==> config.mk <==
export PLATFORM = sky130hd
export DESIGN_NAME = tti_ctrl
export DESIGN_NICKNAME = d
export VERILOG_FILES = /design/src/hw/rtl/tti_pkg.sv /design/src/hw/rtl/tti_ctrl.sv
export SDC_FILE = /design/constraint.sdc
export NUM_CORES = 1
export LEC_CHECK = 0
export BUFFER_PORTS_ARGS = -buffer_cell sky130_fd_sc_hd__buf_2
export CORE_MARGIN = 3
export CORE_UTILIZATION = 55
export CTS_CLUSTER_DIAMETER = 60
export DETAILED_ROUTE_END_ITERATION = 16
export PLACE_DENSITY_LB_ADDON = 0.05
export SLEW_MARGIN = 20
export SYNTH_ARGS = -nofsm -noshare
export SYNTH_HDL_FRONTEND = slang
export SYNTH_SLANG_ARGS = --single-unit
==> constraint.sdc <==
create_clock -name clk_i -period 3.5 [get_ports clk_i]
set_input_delay 0.35 -clock clk_i [delete_from_list [all_inputs] [get_ports clk_i]]
set_output_delay 0.35 -clock clk_i [all_outputs]
set_load 0.03 [all_outputs]
==> src/hw/rtl/tti_pkg.sv <==
`timescale 1ns / 1ps

package tti_pkg;

  localparam logic [4:0] MAX_X_POINTS = 5'd16;
  localparam logic [4:0] MAX_Y_POINTS = 5'd16;
  localparam logic [4:0] MAX_Z_POINTS = 5'd16;

  localparam logic [2:0] CMD_LOAD_X    = 3'd0;
  localparam logic [2:0] CMD_LOAD_Y    = 3'd1;
  localparam logic [2:0] CMD_LOAD_Z    = 3'd2;
  localparam logic [2:0] CMD_LOAD_GRID = 3'd3;
  localparam logic [2:0] CMD_QUERY     = 3'd4;

  localparam logic [1:0] CFG_X_POINTS = 2'd0;
  localparam logic [1:0] CFG_Y_POINTS = 2'd1;
  localparam logic [1:0] CFG_Z_POINTS = 2'd2;

  localparam logic [1:0] AXIS_X = 2'd0;
  localparam logic [1:0] AXIS_Y = 2'd1;
  localparam logic [1:0] AXIS_Z = 2'd2;

  // blend steps: four along x, two along y, one along z
  localparam logic [2:0] LERP_LAST    = 3'd6;
  localparam logic [2:0] LERP_FIRST_Y = 3'd4;
  localparam logic [2:0] LERP_FIRST_Z = 3'd6;

  typedef enum logic [3:0] {
    OP_NOP,
    OP_CAP_FIRST,
    OP_CLAMP,
    OP_SCAN,
    OP_DIV_INIT,
    OP_DIV_STEP,
    OP_DIV_END,
    OP_CORNER,
    OP_MUL,
    OP_ADD,
    OP_OUT
  } op_e;

  typedef struct packed {
    op_e        op;
    logic       accept;
    logic [1:0] axis;
    logic [3:0] rd_addr;
    logic       scan_check;
    logic       scan_default;
    logic [3:0] scan_cell;
    logic [2:0] corner;
    logic [2:0] cap_idx;
    logic [2:0] step;
  } ctrl_cmd_t;

  function automatic logic [4:0] eff_count(input logic [4:0] n, input logic [4:0] maxn);
    logic [4:0] r;
    r = n;
    if (n < 5'd2) r = 5'd2;
    else if (n > maxn) r = maxn;
    return r;
  endfunction

endpackage

==> src/hw/rtl/tti_ctrl.sv <==
`timescale 1ns / 1ps

module tti_ctrl (
  input  logic                clk_i,
  input  logic                rst_ni,
  input  logic                in_valid_i,
  output logic                in_stall_o,
  input  logic [2:0]          command_i,
  input  logic                cfg_we_i,
  input  logic [1:0]          cfg_index_i,
  input  logic [4:0]          cfg_data_i,
  output logic                out_valid_o,
  input  logic                out_stall_i,
  output tti_pkg::ctrl_cmd_t  cmd_o
);

  typedef enum logic [3:0] {
    ST_IDLE,
    ST_RD_FIRST,
    ST_RD_LAST,
    ST_CLAMP,
    ST_SCAN,
    ST_DIV_INIT,
    ST_DIV,
    ST_DIV_END,
    ST_CORNER,
    ST_MUL,
    ST_ADD,
    ST_DONE
  } state_e;

  state_e     state_q;
  logic [1:0] axis_q;
  logic [3:0] cnt_q;
  logic [4:0] nx_q, ny_q, nz_q;
  logic       out_valid_q;

  logic [4:0] n_sel;
  logic [4:0] n_minus1;
  logic       accept;
  logic       out_free;

  always_comb begin
    unique case (axis_q)
      tti_pkg::AXIS_X: n_sel = tti_pkg::eff_count(nx_q, tti_pkg::MAX_X_POINTS);
      tti_pkg::AXIS_Y: n_sel = tti_pkg::eff_count(ny_q, tti_pkg::MAX_Y_POINTS);
      default:         n_sel = tti_pkg::eff_count(nz_q, tti_pkg::MAX_Z_POINTS);
    endcase
  end

  assign n_minus1 = n_sel - 5'd1;
  assign accept   = in_valid_i && (state_q == ST_IDLE);
  assign out_free = !out_valid_q || !out_stall_i;

  always_comb begin
    cmd_o              = '0;
    cmd_o.op           = tti_pkg::OP_NOP;
    cmd_o.accept       = accept;
    cmd_o.axis         = axis_q;
    unique case (state_q)
      ST_IDLE:     cmd_o.op = tti_pkg::OP_NOP;
      ST_RD_FIRST: cmd_o.rd_addr = 4'd0;
      ST_RD_LAST: begin
        cmd_o.rd_addr = n_minus1[3:0];
        cmd_o.op      = tti_pkg::OP_CAP_FIRST;
      end
      ST_CLAMP: begin
        cmd_o.rd_addr = 4'd0;
        cmd_o.op      = tti_pkg::OP_CLAMP;
      end
      ST_SCAN: begin
        // the next point's read is issued in the cycle before its scan step
        cmd_o.op           = tti_pkg::OP_SCAN;
        cmd_o.rd_addr      = cnt_q + 4'd1;
        cmd_o.scan_check   = (cnt_q != 4'd0);
        cmd_o.scan_default = (cnt_q == 4'd1);
        cmd_o.scan_cell    = cnt_q - 4'd1;
      end
      ST_DIV_INIT: cmd_o.op = tti_pkg::OP_DIV_INIT;
      ST_DIV:      cmd_o.op = tti_pkg::OP_DIV_STEP;
      ST_DIV_END:  cmd_o.op = tti_pkg::OP_DIV_END;
      ST_CORNER: begin
        cmd_o.corner = cnt_q[2:0];
        if (cnt_q != 4'd0) begin
          cmd_o.op      = tti_pkg::OP_CORNER;
          cmd_o.cap_idx = cnt_q[2:0] - 3'd1;
        end
      end
      ST_MUL: begin
        cmd_o.op   = tti_pkg::OP_MUL;
        cmd_o.step = cnt_q[2:0];
      end
      ST_ADD: begin
        cmd_o.op   = tti_pkg::OP_ADD;
        cmd_o.step = cnt_q[2:0];
      end
      ST_DONE: if (out_free) cmd_o.op = tti_pkg::OP_OUT;
      default: cmd_o.op = tti_pkg::OP_NOP;
    endcase
  end

  always_ff @(posedge clk_i or negedge rst_ni) begin
    if (!rst_ni) begin
      state_q     <= ST_IDLE;
      axis_q      <= tti_pkg::AXIS_X;
      cnt_q       <= 4'd0;
      nx_q        <= 5'd2;
      ny_q        <= 5'd2;
      nz_q        <= 5'd2;
      out_valid_q <= 1'b0;
    end else begin
      if (cfg_we_i) begin
        unique case (cfg_index_i)
          tti_pkg::CFG_X_POINTS: nx_q <= cfg_data_i;
          tti_pkg::CFG_Y_POINTS: ny_q <= cfg_data_i;
          tti_pkg::CFG_Z_POINTS: nz_q <= cfg_data_i;
          default: ;
        endcase
      end
      if (state_q == ST_DONE && out_free) out_valid_q <= 1'b1;
      else if (!out_stall_i) out_valid_q <= 1'b0;
      unique case (state_q)
        ST_IDLE: begin
          if (accept && command_i == tti_pkg::CMD_QUERY) begin
            axis_q  <= tti_pkg::AXIS_X;
            state_q <= ST_RD_FIRST;
          end
        end
        ST_RD_FIRST: state_q <= ST_RD_LAST;
        ST_RD_LAST:  state_q <= ST_CLAMP;
        ST_CLAMP: begin
          cnt_q   <= 4'd0;
          state_q <= ST_SCAN;
        end
        ST_SCAN: begin
          if (cnt_q == n_minus1[3:0]) state_q <= ST_DIV_INIT;
          else cnt_q <= cnt_q + 4'd1;
        end
        ST_DIV_INIT: begin
          cnt_q   <= 4'd0;
          state_q <= ST_DIV;
        end
        ST_DIV: begin
          if (cnt_q == 4'd15) state_q <= ST_DIV_END;
          else cnt_q <= cnt_q + 4'd1;
        end
        ST_DIV_END: begin
          cnt_q <= 4'd0;
          if (axis_q == tti_pkg::AXIS_Z) begin
            state_q <= ST_CORNER;
          end else begin
            axis_q  <= axis_q + 2'd1;
            state_q <= ST_RD_FIRST;
          end
        end
        ST_CORNER: begin
          if (cnt_q == 4'd8) begin
            cnt_q   <= 4'd0;
            state_q <= ST_MUL;
          end else begin
            cnt_q <= cnt_q + 4'd1;
          end
        end
        ST_MUL: state_q <= ST_ADD;
        ST_ADD: begin
          if (cnt_q[2:0] == tti_pkg::LERP_LAST) begin
            state_q <= ST_DONE;
          end else begin
            cnt_q   <= cnt_q + 4'd1;
            state_q <= ST_MUL;
          end
        end
        ST_DONE: begin
          if (out_free) state_q <= ST_IDLE;
        end
        default: state_q <= ST_IDLE;
      endcase
    end
  end

  assign in_stall_o  = (state_q != ST_IDLE);
  assign out_valid_o = out_valid_q;

endmodule

# Word-level counts from Yosys, hierarchy flattened
# Cells that the tools add are included.
dict set report op_classes {
  addsub 5
  order_cmp 6
  n_eq_ne 31
  n_mux 33
  n_reduce_logical 21
}
# cell n
set op_table {}
lappend op_table {{$mux 4} 17}
lappend op_table {{$pmux 4 s12} 1}
lappend op_table {{$pmux 4 s10} 1}
lappend op_table {{$eq 4x4->1 const B} 6}
lappend op_table {{$pmux 4 s5} 1}
lappend op_table {{$eq 4x3->1 const B} 4}
lappend op_table {{$ne 2x2->1 const B} 8}
lappend op_table {{$pmux 4 s2} 2}
lappend op_table {{$gt 5x5->1 const B} 3}
lappend op_table {{$lt 5x2->1 const B} 3}
lappend op_table {{$mux 6} 2}
lappend op_table {{$mux 3} 3}
lappend op_table {{$eq 4x1->1 const B} 2}
lappend op_table {{$eq 4x2->1 const B} 2}
lappend op_table {{$reduce_bool 4->1} 2}
lappend op_table {{$sub 4x1->4 const B} 2}
lappend op_table {{$eq 3x3->1 const B} 2}
lappend op_table {{$mux 2} 3}
lappend op_table {{$reduce_and 2->1} 3}
lappend op_table {{$reduce_and 5->1} 1}
lappend op_table {{$reduce_bool 5->1} 1}
lappend op_table {{$add 4x1->4 const B} 1}
lappend op_table {{$eq 2x1->1 const B} 2}
lappend op_table {{$eq 2x2->1 const B} 2}
lappend op_table {{other kinds (16)} 22}
dict set report word_totals {
  register_bits 26
}

# Longest topological paths before layout
dict set report depth {
  depth_word 8
  depth_mapped 13
  ltp_nobuf 12
}

# Worst setup path before layout
# Ideal clock, no wire load.
dict set report synth_path {
  kind {reg2reg}
  startpoint {register axis_q[0]}
  endpoint {register cnt_q[0]}
  arrival_ps 2941
  slack_ps 432
  path_stages_with_launch 14
  path_buffers 1
  synth_period_minus_slack_ps 3068
  cell_sequence {dfrtp_1 inv_1 ha_1 nor4b_1 o31ai_1 and3_1 buf_4 ha_1 xnor2_1 nor2_1 nor4b_2 a41oi_2 o21ai_2 mux2_1}
}
dict set report synth_between {
  elab_chain_cells 6
  word_cells_on_any_way 7
}
# element line
set synth_lines {}
lappend synth_lines {{start: declaration} tti_ctrl.sv:33} ;# logic [1:0] axis_q;
lappend synth_lines {{start signal: assignment} tti_ctrl.sv:105} ;# axis_q <= tti_pkg::AXIS_X;
lappend synth_lines {{start signal: assignment} tti_ctrl.sv:125} ;# axis_q <= tti_pkg::AXIS_X;
lappend synth_lines {{start signal: assignment} tti_ctrl.sv:152} ;# axis_q <= axis_q + 2'd1;
lappend synth_lines {{$eq 2x1->1 / $logic_not 2->1 (equally long branches)} tti_ctrl.sv:44} ;# unique case (axis_q)
lappend synth_lines {{$pmux 4 s2 (*)} tti_ctrl.sv:44}
lappend synth_lines {{$sub 4x1->4 (*)} tti_ctrl.sv:51} ;# assign n_minus1 = n_sel - 5'd1;
lappend synth_lines {{$eq 4x4->1 (*)} tti_ctrl.sv:136} ;# if (cnt_q == n_minus1[3:0]) state_q <= ST_DIV_INIT;
lappend synth_lines {{$ne 2x2->1 (no source line) (*)} --}
lappend synth_lines {{$reduce_and 4->1 (no source line) (*)} --}
lappend synth_lines {{end signal: assignment} tti_ctrl.sv:137} ;# else cnt_q <= cnt_q + 4'd1;
lappend synth_lines {{end signal: assignment} tti_ctrl.sv:145} ;# else cnt_q <= cnt_q + 4'd1;
lappend synth_lines {{end signal: assignment} tti_ctrl.sv:161} ;# cnt_q <= cnt_q + 4'd1;
lappend synth_lines {{end: declaration} tti_ctrl.sv:34} ;# logic [3:0] cnt_q;
# Every way passes the cells marked *; elsewhere a longest branch is shown, timed or not.
# A chain may end at the register's enable or synchronous reset.

# Final worst setup path
dict set report layout_path {
  startpoint {register axis_q[0]}
  endpoint {register cnt_q[1]}
}
# The elaborated chain is that of the path after synthesis.

==> impl_metrics.yaml <==
cts:
  clk_latency_ns: 0.32
  cts.repair.resized: 0
  post_cts_buffers: 0
  cts_inserted_buffers: 3
  hold_buffers: 0
  cts_tree: "yes"
  clockBufferDepth: 2
  cts_max_level: 1
  cts.sinks: 26
  clockRootBuffer: "clkbuf_4"
  clk_pin_slew_ns: 0.14
timing:
  post-route-period-util_pct: 88.9
  relSlewSlack_pct: 51.6
  drv_slew: 0
  final.setup_skew_ns: 0.00868
  rsz0062_at_grt: "false"
  whs_ns: -0.00483
  hold_viol_final: 8
  tightest_slew_ns: 0.725
  finalSetupViolCount: 0
  fin_crit_ns: 3.11
  fin_setup_tns_ns: 0
  fmax_mhz: 321
detailed_routing:
  drt_iter0_drc: 119
  drc: 0
  routed_via_density: 5.74
  drt-pass1-iter-count: 4
  vias: 1682
  ant_nets: 0
  wl_per_cell_um: 14.9
  drt-total-wl_um: 4360
power_and_ir_drop:
  p_sw_share_pct: 52.2
  power.density_nw_per_um2: 970
  clockPowerShare_pct: 7.0
  worst_ir_drop_vdd_uv: 358
  switching_power_w: 0.00112
  internal_power_w: 0.00103
  combPwrFrac_pct: 68.3
  p_leak_nw: 1.02
  p_seq_share_pct: 24.6
synthesis:
  netlist_area_um2: 1990
  synthDominantCellAreaShare_pct: 28.9
  avgSynthCellArea_um2: 9.39
  syn-num-nets: 238
  synthFlopType: "dfrtp_1"
  synth_area_leader_cell: "dfrtp_1"
  synth.area.top_cells: "dfrtp_1 (29%), mux2_2 (8.5%), ha_1 (6.9%), nor2_1 (4.9%), dfstp_2 (4.0%)"
  synth-seq-cells: 26
  synth_cells: 212
  synth-edff-count: 0
  synthArstFlopShare_pct: 100
  synth_warnings: 0
  ys_types: 60
  seq_area_frac_synth_pct: 32.9
global_routing:
  grt_pass1_vias: 1546
  grt_max_degree: 27
  antenna_found_initial: 0
  grt_use_total_pct: 21.3
  grt_pass1_wl_um: 7340
  gr-total-overflow: 0
placement:
  finalWeightedCongestion: 0.851
  io_buffers: 42
  dp_cells: 289
  dp_hpwl_um: 3370
critical_path:
  crit_path_end_kind: "register"
  crit_required_ns: 3.71
  max_stage_delay_ns: 0.43
  worstPathMaxFanout: 7
  start_kind: "register"
  r2r_end: "cnt_q[1]"
  crit_type: "reg2reg"
  worstReg2RegStart: "axis_q[0]"
  cp_slowest_cell: "dfrtp_1"
  arrival_ns: 3.33
  path_common_cell: "ha_1"
  cp_cell_sequence: "inv_1, ha_1, nor4b_1, o31ai_1, and3_1, ha_1, xnor2_1, nor2_1, nor4b_2, a41oi_2, o21ai_2, mux2_1"
  rr_worst_depth: 12
  ff2ff_setup_slack_ns: 0.39
floorplanning:
  fp.dieW_um: 66.2
  num_rows: 21
  ios: 43
  die_h_um: 66.2
  core_um2: 3420
  dieArea_um2: 4380
  start_util_pct: 58.3
cells_and_area:
  n_antenna_cell: 0
  stdcell_count: 293
  area_delta_synth_final_pct: 11.5
  mostFrequentLayoutCells: "buf_2 (42), nor2_1 (26), dfrtp_1 (23)"
  final_nets: 274
  drive_gt1_share_pct: 31.2
  mostFrequentLayoutCell: "buf_2"
  utilization_pct: 65.0
min_path:
  hold_class: "in2async"
status:
  status: "finished, violations left"
  violations: "hold timing"
job:
  drv_cap: 0
cell type report:
| cell class | instances | area, um^2 |
|---|---|---|
| clock buffers | 4 | 36.3 |
| fillers | 318 | 1200 |
| inverters | 10 | 37.5 |
| multi-input cells | 165 | 1220 |
| flip-flops and latches | 26 | 654 |
| well taps | 46 | 57.6 |
| repair buffers | 42 | 210 |
metrics by stage:
step	setup WS (ns)	hold slack (ns)	power [W]	instance area, um^2
6_report	0.388	-0.00483	0.00215	2220
4_1_cts	0.411	0.00891	0.00216	2220
2_1_floorplan	0.432	0.0544	0.00172	1990
3_3_place_gp	0.521	0.387	0.00199	2180
3_5_place_dp	0.443	0.386	0.00200	2180
5_1_grt	0.162	0.0283	0.00234	2220
worst max-delay path: cells and delay by family (launching register included):
kind / cells / cell delay, ns
adder cells (fa/ha/maj): 2 / 0.59
multiplexers: 1 / 0.35
flip-flops: 1 / 0.43
XOR/XNOR: 1 / 0.15
buffers and inverters: 1 / 0.08
AND/OR/NAND/NOR: 4 / 0.97
AO/OA/AOI/OAI: 3 / 0.43
power by group through the flow:
stage                     logic [W]  clock network [W]  registers [W]
final                       0.00147           0.000152       0.000530
after CTS                   0.00147           0.000159       0.000528
after detailed placement    0.00146                  0       0.000535
after floorplan             0.00124                  0       0.000477
after global routing        0.00162           0.000167       0.000547
after global placement      0.00145                  0       0.000533
per-layer routing:
metal	track usage (%)	share of wire [%]	up-vias
li1	-	-	833
met1	28.9	46	791
met2	35.4	47	51
met3	2.04	4.8	7
met4	7.11	1.6	0
met5	0	0	-
cells by family after synthesis:
kind of cell	Yosys count	synth area share, %
AO/OA/AOI/OAI	52	18.6
adder cells (fa/ha/maj)	11	6.91
multiplexers	21	11.6
AND/OR/NAND/NOR	70	18.4
buffers and inverters	21	5.66
flip-flops	26	32.9
XOR/XNOR	11	5.97
worst max path at each step:
stage / start / end / slack (ns)
2_1_floorplan: axis_q[0] / cnt_q[0] / 0.43
3_3_place_gp: axis_q[0] / cnt_q[0] / 0.52
3_5_place_dp: axis_q[0] / cnt_q[1] / 0.44
4_1_cts: axis_q[0] / cnt_q[1] / 0.41
5_1_grt: axis_q[1] / cnt_q[1] / 0.16
6_report: axis_q[0] / cnt_q[1] / 0.39
flip-flops by register name (all words and copies together), names as in the netlist:
signal and flops:
state_q 4, axis_q 2, nx_q 5, ny_q 5, out_valid_o 1, cnt_q 4
nz_q 5
cells in the mapped netlist (2+ instances only):
library cell	n
mux2_2	15
dfstp_2	3
mux2i_1	4
and2_1	3
a21oi_1	7
a21o_1	2
o21bai_1	2
clkbuf_1	5
o311ai_0	2
o21ai_0	10
a22oi_1	2
buf_6	2
dfrtp_1	23
xnor2_1	8
nor2b_1	2
and3_1	3
nand2b_1	2
a311oi_1	2
a31oi_1	3
inv_1	8
nor3_1	5
buf_4	2
mux2_1	2
nand3b_1	2
ha_1	11
nand2_1	13
nand3_1	5
nor2_1	26
o22ai_1	6
nor4b_1	2
Note: power is estimated with default switching activity, not from simulation.
